**src/rtl/core/pdjs_pkg.sv**
```systemverilog
// shared types and constants of the periodic deadline job scheduler
`default_nettype none

package pdjs_pkg;

  // field widths
  localparam int JOB_W   = 8;
  localparam int IVL_W   = 24;
  localparam int REM_W   = 32;
  localparam int STAMP_W = 16;
  localparam int WAIT_W  = 31;
  localparam int AMT_W   = 33;
  localparam int DIFF_W  = 34;

  // command codes
  typedef enum logic [2:0] {
    CMD_ADD      = 3'd0,
    CMD_SELECT   = 3'd1,
    CMD_COMPLETE = 3'd2,
    CMD_REMOVE   = 3'd3,
    CMD_UPDATE   = 3'd4,
    CMD_STOP     = 3'd5
  } cmd_t;

  // status codes
  localparam logic [1:0] ST_OK      = 2'd0;
  localparam logic [1:0] ST_EMPTY   = 2'd1;
  localparam logic [1:0] ST_FULL    = 2'd2;
  localparam logic [1:0] ST_STOPPED = 2'd3;

  // sequencer states
  typedef enum logic [1:0] {
    S_IDLE,
    S_WALK,
    S_FIN
  } state_t;

endpackage

`default_nettype wire

```
**src/rtl/core/pdjs_ram.sv**
```systemverilog
// generic simple dual port ram with registered read
`default_nettype none

module pdjs_ram #(
  parameter int WIDTH = 8,
  parameter int DEPTH = 16
) (
  input  wire logic                     clk,
  input  wire logic                     we,
  input  wire logic [$clog2(DEPTH)-1:0] waddr,
  input  wire logic [WIDTH-1:0]         wdata,
  input  wire logic [$clog2(DEPTH)-1:0] raddr,
  output logic      [WIDTH-1:0]         rdata
);

  logic [WIDTH-1:0] mem [DEPTH];

  // write port
  always_ff @(posedge clk) begin
    if (we) begin
      mem[waddr] <= wdata;
    end
  end

  // registered read port
  always_ff @(posedge clk) begin
    rdata <= mem[raddr];
  end

endmodule

`default_nettype wire

```
**src/rtl/core/periodic_deadline_job_scheduler_top.sv**
```systemverilog
// top level of the periodic deadline job scheduler
//
// Usage: one request on the input channel (cmd, job_id, interval, run_ms)
// gives exactly one result on the output channel (selected_job, wait_time,
// status). Both channels use valid/ready; a request is taken when in_valid
// and in_ready are high at a clock edge, a result when out_valid and
// out_ready are.
// Add, select and complete walk the job table one slot per cycle through
// the shared subtract/compare unit and the table rams before their result
// is loaded. Remove, update, stop, unknown codes and every request after a
// stop skip the walk and go from idle straight to the finish state, which
// loads their result. One request is in work at a time and the sequencer
// returns to idle before it takes the next, so the block cannot take a new
// request before it is through with the last one.
// The result sits in an output register: a new request is taken while it
// waits, and the block holds its finished result until out_ready if the
// previous one has not yet been taken.
// Reset (rst, synchronous, active high) empties the table, clears the
// current job, the last wait, the add stamp and the stopped flag.
`default_nettype none

module periodic_deadline_job_scheduler_top #(
  parameter int MAX_JOBS = 16
) (
  input  wire logic                         clk,
  input  wire logic                         rst,
  input  wire logic                         in_valid,
  output logic                              in_ready,
  input  wire logic [2:0]                   cmd,
  input  wire logic [pdjs_pkg::JOB_W-1:0]   job_id,
  input  wire logic [pdjs_pkg::IVL_W-1:0]   interval,
  input  wire logic [pdjs_pkg::IVL_W-1:0]   run_ms,
  output logic                              out_valid,
  input  wire logic                         out_ready,
  output logic      [pdjs_pkg::JOB_W-1:0]   selected_job,
  output logic      [pdjs_pkg::WAIT_W-1:0]  wait_time,
  output logic      [1:0]                   status
);

  import pdjs_pkg::*;

  localparam int IW = $clog2(MAX_JOBS);
  localparam int CW = $clog2(MAX_JOBS + 1);

  // sequencer
  state_t state, state_next;
  logic   walk_issue;
  logic   fin_go;
  logic   accept;

  // control state
  logic [MAX_JOBS-1:0] entry_valid;
  logic [STAMP_W-1:0]  stamp_counter;
  logic [IW-1:0]       current_slot;
  logic                current_live;
  logic [REM_W-1:0]    last_wait;
  logic                halted;
  logic [CW-1:0]       rd_cnt;
  logic                p_act;
  logic [IW-1:0]       p_idx;
  logic                found;

  // latched request and walk results
  logic [2:0]         cmd_r;
  logic [JOB_W-1:0]   job_r;
  logic [IVL_W-1:0]   ivl_r;
  logic [AMT_W-1:0]   amount;
  logic [IW-1:0]      best_idx;
  logic [REM_W-1:0]   best_rem;
  logic [STAMP_W-1:0] best_age;
  logic [JOB_W-1:0]   best_job;

  // ram ports
  logic [IW-1:0]      raddr;
  logic [JOB_W-1:0]   job_rd;
  logic [IVL_W-1:0]   per_rd;
  logic [REM_W-1:0]   rem_rd;
  logic [STAMP_W-1:0] stamp_rd;
  logic               job_we, per_we, rem_we, stamp_we;
  logic [IW-1:0]      per_waddr, rem_waddr;
  logic [IVL_W-1:0]   per_wdata;
  logic [REM_W-1:0]   rem_wdata;

  // shared subtract unit and walk decisions
  logic [DIFF_W-1:0]  sub_a, sub_b, diff;
  logic               rem_lt, rem_eq;
  logic [REM_W-1:0]   charged;
  logic [STAMP_W-1:0] age;
  logic               sel_take, add_take, cmp_take;

  // finish results
  logic [1:0]         fin_status;
  logic [JOB_W-1:0]   fin_job;
  logic [REM_W-1:0]   fin_wait;

  assign accept = in_valid && in_ready;

  // next state
  always_comb begin
    state_next = state;
    unique case (state)
      S_IDLE: begin
        if (accept) begin
          if (halted || !(cmd == CMD_ADD || cmd == CMD_SELECT || cmd == CMD_COMPLETE)) begin
            state_next = S_FIN;
          end else begin
            state_next = S_WALK;
          end
        end
      end
      S_WALK: begin
        if (rd_cnt == CW'(MAX_JOBS) && !p_act) begin
          state_next = S_FIN;
        end
      end
      S_FIN: begin
        if (fin_go) begin
          state_next = S_IDLE;
        end
      end
      default: state_next = S_IDLE;
    endcase
  end

  // sequencer outputs
  always_comb begin
    in_ready   = 1'b0;
    walk_issue = 1'b0;
    fin_go     = 1'b0;
    unique case (state)
      S_IDLE: in_ready = 1'b1;
      S_WALK: walk_issue = (rd_cnt < CW'(MAX_JOBS));
      S_FIN:  fin_go = !out_valid || out_ready;
      default: in_ready = 1'b0;
    endcase
  end

  // shared subtractor: charge for complete, ordering compare for select
  always_comb begin
    sub_a = {{(DIFF_W-REM_W){rem_rd[REM_W-1]}}, rem_rd};
    if (cmd_r == CMD_COMPLETE) begin
      sub_b = {1'b0, amount};
    end else begin
      sub_b = {{(DIFF_W-REM_W){best_rem[REM_W-1]}}, best_rem};
    end
    diff   = sub_a - sub_b;
    rem_lt = diff[DIFF_W-1];
    rem_eq = (rem_rd == best_rem);
    // saturate at the low bound of a signed 32-bit value
    if (diff[DIFF_W-1] && (diff[DIFF_W-2:REM_W-1] != 2'b11)) begin
      charged = {1'b1, {(REM_W-1){1'b0}}};
    end else begin
      charged = diff[REM_W-1:0];
    end
  end

  // per-slot decisions of the walk
  assign age      = stamp_counter - stamp_rd;
  assign cmp_take = !found || rem_lt || (rem_eq && (age < best_age));
  assign sel_take = p_act && (cmd_r == CMD_SELECT) && entry_valid[p_idx] && cmp_take;
  assign add_take = p_act && (cmd_r == CMD_ADD) && !found && !entry_valid[p_idx];

  // ram control
  always_comb begin
    raddr     = rd_cnt[IW-1:0];
    job_we    = 1'b0;
    stamp_we  = 1'b0;
    per_we    = 1'b0;
    per_waddr = best_idx;
    per_wdata = ivl_r;
    rem_we    = 1'b0;
    rem_waddr = best_idx;
    rem_wdata = {{(REM_W-IVL_W){1'b0}}, ivl_r};
    if (state == S_WALK) begin
      // charge elapsed time, reload the current slot
      if (p_act && (cmd_r == CMD_COMPLETE) && entry_valid[p_idx]) begin
        rem_we    = 1'b1;
        rem_waddr = p_idx;
        if (current_live && (p_idx == current_slot)) begin
          rem_wdata = {{(REM_W-IVL_W){1'b0}}, per_rd};
        end else begin
          rem_wdata = charged;
        end
      end
    end else if (fin_go && !halted) begin
      if (cmd_r == CMD_ADD && found) begin
        job_we   = 1'b1;
        stamp_we = 1'b1;
        per_we   = 1'b1;
        rem_we   = 1'b1;
      end else if (cmd_r == CMD_UPDATE && current_live) begin
        per_we    = 1'b1;
        per_waddr = current_slot;
      end
    end
  end

  // result of the finished request
  always_comb begin
    fin_status = ST_OK;
    fin_job    = '0;
    fin_wait   = '0;
    if (halted) begin
      fin_status = ST_STOPPED;
    end else begin
      unique case (cmd_r)
        CMD_ADD: fin_status = found ? ST_OK : ST_FULL;
        CMD_SELECT: begin
          if (found) begin
            fin_job  = best_job;
            fin_wait = best_rem[REM_W-1] ? '0 : best_rem;
          end else begin
            fin_status = ST_EMPTY;
          end
        end
        CMD_COMPLETE, CMD_REMOVE, CMD_UPDATE: begin
          fin_status = current_live ? ST_OK : ST_EMPTY;
        end
        CMD_STOP: fin_status = ST_STOPPED;
        default:  fin_status = ST_OK;
      endcase
    end
  end

  // control registers
  always_ff @(posedge clk) begin
    if (rst) begin
      state         <= S_IDLE;
      entry_valid   <= '0;
      stamp_counter <= '0;
      current_slot  <= '0;
      current_live  <= 1'b0;
      last_wait     <= '0;
      halted        <= 1'b0;
      out_valid     <= 1'b0;
      rd_cnt        <= '0;
      p_act         <= 1'b0;
      found         <= 1'b0;
    end else begin
      state <= state_next;
      // output handshake
      if (fin_go) begin
        out_valid <= 1'b1;
      end else if (out_ready) begin
        out_valid <= 1'b0;
      end
      // start of a request
      if (accept) begin
        rd_cnt <= '0;
        p_act  <= 1'b0;
        found  <= 1'b0;
      end
      // table walk
      if (state == S_WALK) begin
        p_act <= walk_issue;
        if (walk_issue) begin
          rd_cnt <= rd_cnt + CW'(1);
        end
        if (sel_take || add_take) begin
          found <= 1'b1;
        end
      end
      // command effects
      if (fin_go && !halted) begin
        unique case (cmd_r)
          CMD_ADD: begin
            if (found) begin
              entry_valid[best_idx] <= 1'b1;
              stamp_counter         <= stamp_counter + STAMP_W'(1);
            end
          end
          CMD_SELECT: begin
            current_live <= found;
            if (found) begin
              current_slot <= best_idx;
              last_wait    <= fin_wait;
            end
          end
          CMD_REMOVE: begin
            if (current_live) begin
              entry_valid[current_slot] <= 1'b0;
              current_live              <= 1'b0;
            end
          end
          CMD_STOP: halted <= 1'b1;
          default: halted <= halted;
        endcase
      end
    end
  end

  // payload registers
  always_ff @(posedge clk) begin
    if (accept) begin
      cmd_r  <= cmd;
      job_r  <= job_id;
      ivl_r  <= interval;
      amount <= {1'b0, last_wait} + {{(AMT_W-IVL_W){1'b0}}, run_ms};
    end
    if (state == S_WALK) begin
      p_idx <= rd_cnt[IW-1:0];
    end
    if (sel_take || add_take) begin
      best_idx <= p_idx;
    end
    if (sel_take) begin
      best_rem <= rem_rd;
      best_age <= age;
      best_job <= job_rd;
    end
    if (fin_go) begin
      selected_job <= fin_job;
      wait_time    <= fin_wait[WAIT_W-1:0];
      status       <= fin_status;
    end
  end

  // table storage
  pdjs_ram #(.WIDTH(JOB_W), .DEPTH(MAX_JOBS)) u_job_ram (
    .clk   (clk),
    .we    (job_we),
    .waddr (best_idx),
    .wdata (job_r),
    .raddr (raddr),
    .rdata (job_rd)
  );

  pdjs_ram #(.WIDTH(IVL_W), .DEPTH(MAX_JOBS)) u_per_ram (
    .clk   (clk),
    .we    (per_we),
    .waddr (per_waddr),
    .wdata (per_wdata),
    .raddr (raddr),
    .rdata (per_rd)
  );

  pdjs_ram #(.WIDTH(REM_W), .DEPTH(MAX_JOBS)) u_rem_ram (
    .clk   (clk),
    .we    (rem_we),
    .waddr (rem_waddr),
    .wdata (rem_wdata),
    .raddr (raddr),
    .rdata (rem_rd)
  );

  pdjs_ram #(.WIDTH(STAMP_W), .DEPTH(MAX_JOBS)) u_stamp_ram (
    .clk   (clk),
    .we    (stamp_we),
    .waddr (best_idx),
    .wdata (stamp_counter),
    .raddr (raddr),
    .rdata (stamp_rd)
  );

`ifndef NO_ASSERTIONS
  // an accepted request always leaves idle
  a_accept_busy: assert property (@(posedge clk) disable iff (rst)
    accept |=> (state != S_IDLE))
    else $error("request accepted but sequencer stayed idle");

  // the current job always points at an occupied slot
  a_current_valid: assert property (@(posedge clk) disable iff (rst)
    current_live |-> entry_valid[current_slot])
    else $error("current job refers to a free slot");

  // once stopped, only reset restarts the block
  a_halt_sticky: assert property (@(posedge clk) disable iff (rst)
    halted |=> halted)
    else $error("stopped flag cleared without reset");

  // the add stamp moves only on a successful add
  a_stamp_add: assert property (@(posedge clk) disable iff (rst)
    (!$past(rst) && (stamp_counter != $past(stamp_counter)))
      |-> $past(fin_go && !halted && found && (cmd_r == CMD_ADD)))
    else $error("add stamp moved outside an add");

  // walk counter never passes the table size
  a_walk_bound: assert property (@(posedge clk) disable iff (rst)
    rd_cnt <= CW'(MAX_JOBS))
    else $error("walk counter beyond table");
`endif

endmodule

`default_nettype wire

```
**config.mk**
```make
export PLATFORM = sky130hd
export DESIGN_NAME = periodic_deadline_job_scheduler_top
export DESIGN_NICKNAME = d
export VERILOG_FILES = /design/src/rtl/core/pdjs_pkg.sv /design/src/rtl/core/pdjs_ram.sv /design/src/rtl/core/periodic_deadline_job_scheduler_top.sv
export SDC_FILE = /design/constraint.sdc
export NUM_CORES = 2
export LEC_CHECK = 0
export BUFFER_PORTS_ARGS = -buffer_cell sky130_fd_sc_hd__buf_2
export CAP_MARGIN = 20
export CELL_PAD_IN_SITES_DETAIL_PLACEMENT = 0
export CELL_PAD_IN_SITES_GLOBAL_PLACEMENT = 1
export CORE_ASPECT_RATIO = 1.75
export CORE_MARGIN = 2
export CORE_UTILIZATION = 50
export DETAILED_ROUTE_END_ITERATION = 8
export PLACE_DENSITY_LB_ADDON = 0.12
export RECOVER_POWER = 25
export SYNTH_ARGS = -nofsm -noshare
export SYNTH_HDL_FRONTEND = slang
export SYNTH_SLANG_ARGS = --single-unit
```
**constraint.sdc**
```tcl
create_clock -name clk -period 7.6 [get_ports clk]
set_clock_uncertainty 0.1 [all_clocks]
set_input_delay 0.38 -clock clk [delete_from_list [all_inputs] [get_ports clk]]
set_output_delay 0.38 -clock clk [all_outputs]
set_load 0.01 [all_outputs]
```
==> impl_metrics.py <==
metrics = {
    "run_status": {
        "status": "complete, no violations",
    },
    "global_routing": {
        "track_usage_pct": 25.5,
        "grt_pass1_wl_microns": 235000,
        "grt_max_degree": 134,
        "overflow": 0,
        "antenna_found_initial": 4,
        "grt_pass1_vias": 34100,
    },
    "synthesis": {
        "synth.net_count": 3475,
        "syn_area_sq_um": 63900,
        "synth_area_per_cell_sq_um": 19.3,
        "synth_edf_count": 1452,
        "synth.distinct_cells": 73,
        "ys_ff_latch": 1611,
        "ys.flop_type": "edfxtp_1",
        "ys_seq_area_share_pct": 73.2,
        "yosys_warnings": 0,
        "synthCells": 3319,
        "async_flop_share_pct": 0,
    },
    "power_and_ir_drop": {
        "cellPowerDensity_nw_per_um2": 248,
        "ir_drop_mv": 0.243,
        "p_leak_nw": 23.2,
    },
    "floorplanning": {
        "die_area_sq_um": 131000,
        "io_pins": 106,
        "rows": 173,
        "die-height_microns": 477,
        "start_util_pct": 50.3,
        "coreArea_sq_um": 127000,
        "die_x_microns": 274,
    },
    "drt": {
        "wl_microns": 164000,
        "num_vias": 32500,
        "ant_nets": 0,
        "dr.pass1.iters": 7,
        "drc": 0,
        "drt_iter0_markers": 2819,
        "via_per_inst": 6.06,
        "wl_per_cell_microns": 30.5,
    },
    "place": {
        "io_buffers": 105,
        "gp_congestion": 0.900,
        "placedInstanceArea_sq_um": 67100,
        "dp_hpwl_microns": 97800,
    },
    "layout": {
        "final_util_pct": 57.0,
        "drive_above_1_share_pct": 24.7,
        "final_area_sq_um": 72400,
        "layout_common_cells": "edfxtp_1 (1452), mux4_2 (404), dfxtp_1 (155)",
        "area_growth_pct": 13.2,
        "mostFrequentLayoutCell": "edfxtp_1",
        "fin_nets": 3726,
    },
    "min_path": {
        "min_path_type": "primary input to register",
        "min-delay-start": "run_ms[6]",
    },
    "timing": {
        "rsz0062_at_grt": "false",
        "slew_viol_final": 0,
        "finalCriticalPeriod_ns": 5.95,
        "finalSetupViolCount": 0,
        "max_freq_ghz": 0.168,
        "tns_ns": 0,
        "whs_ns": 0.0435,
        "post-route-period-util_pct": 78.3,
        "worst_pin_slew_ns": 1.16,
        "hold_viol": 0,
        "max_slew_margin_pct": 22.1,
    },
    "worst_setup_path": {
        "path_class": "register to register",
        "timing.rr.start": "cmd_r[1]",
        "cp-end-kind": "register",
        "cp_num_buf_inv": 3,
        "worst_path_max_delay_cell": "o31ai_1",
        "critical-path-top-delay-family": "compound AO/OA/AOI/OAI gates",
        "slowest_delay_ns": 0.80,
        "critPathArrivalTime_ns": 6.48,
        "worstPathRequired_ns": 8.13,
        "crit_path_start": "cmd_r[1]",
        "crit_chain": "nor3b_2 > buf_4 > mux2_2 > ha_1 > fa_1 > nand2b_1 > a21oi_1 > o21ai_0 > o211ai_1 > a41oi_2 > nor3_1 > or3_1 > a31oi_4 > buf_4 > o31ai_1 > buf_2",
        "critPathLaunchType": "register",
        "crit_top_cell": "buf_4",
        "critPathMaxFanout": 22,
    },
    "clock_tree": {
        "cts_buffers": 147,
        "postCtsHoldBufs": 44,
        "cts.sinks": 1611,
        "path_clk_slew_ns": 0.07,
        "cts.repair.resized": 0,
        "cts_root_buf": "clkbuf_16",
        "worstSkewPairLatency_ns": 0.79,
        "cts_max_level": 4,
        "cts_buffer_depth": 3,
        "postCtsSetupBuffers": 0,
        "cts_tree": "yes",
    },
    "job": {
        "drv_cap": 0,
    },
}
## state kept, by name, indices dropped and copies added, names as in the netlist, 31 cells and up
signal,flops
u_job_ram.mem,128
u_rem_ram.mem,512
u_rem_ram.rdata,32
best_rem,32
wait_time,31
u_stamp_ram.mem,256
last_wait,31
amount,32
u_per_ram.mem,384
## worst reg2reg max path, cell delays in order, from the launching register on
cell      delay (ns)
edfxtp_1        0.57
nor3b_2         0.28
buf_4           0.40
mux2_2          0.40
ha_1            0.21
fa_1            0.43
nand2b_1        0.19
a21oi_1         0.26
o21ai_0         0.20
o211ai_1        0.32
a41oi_2         0.25
nor3_1          0.26
or3_1           0.19
a31oi_4         0.26
buf_4           0.38
o31ai_1         0.81
buf_2           0.31
## per-layer routing
layer  global-route usage, %  up-vias  wire, microns
met1                    30.2    17300          59200
met3                    3.07      303           6980
met4                    14.9        0          10200
met2                    44.7      993          87200
met5                       0        -              0
li1                        -    13900              -
## synthesized netlist by cell type (all sizes together) (34+ instances only)
library cell	instances	area, sq um
edfxtp	1452	43600
xor2	51	447
mux4	404	9100
xnor2	62	543
inv	64	240
and3	36	225
mux2i	35	350
clkbuf	115	432
nor2	141	529
nand2	124	465
buf	34	148
ha	90	1130
nor3	43	215
o21ai	41	205
and2	40	250
a21oi	130	654
dfxtp	159	3180
## through the flow
step                cells  power [mW]  setup WS [ns]
floorplan            3319        10.4          0.621
global placement     5021        10.6           1.66
detailed placement   5038        10.7           1.49
CTS                  5355        18.1           1.45
global route         5366        18.5           1.17
finish               5366        17.9           1.65
## power by group
group	switching, mW	leakage [nW]	internal (mW)	total, mW
clock	3.24	2.35	4.23	7.47
sequential	0.108	14.5	9.70	9.81
combinational	0.395	6.36	0.273	0.668
## kinds of logic after synthesis
kind of cell | count (synthesis) | synth area share, %
AND/OR/NAND/NOR | 512 | 3.89
AO/OA/AOI/OAI | 335 | 3.44
multiplexers | 442 | 14.8
adder cells (fa/ha/maj) | 93 | 1.85
flip-flops | 1611 | 73.2
buffers and inverters | 213 | 1.28
XOR/XNOR | 113 | 1.55
## layout make-up
cell class | instances | area, sq um
diodes | 10 | 25.0
clock inverters | 77 | 759
repair buffers | 251 | 1780
inverters | 64 | 241
well taps | 1662 | 2080
multi-input cells | 1495 | 16600
fillers | 9510 | 54600
flip-flops and latches | 1611 | 46800
clock buffers | 196 | 4100
## worst paths after layout
check,endpoint,slack (ns),cells after the start
hold / removal,amount[6],0.04,4
hold reg to reg,best_job[0],0.30,0
setup / recovery,u_rem_ram.mem[11][23],1.65,16
setup reg to reg,u_rem_ram.mem[11][23],1.65,16
Power figures use the tool's default switching activity.
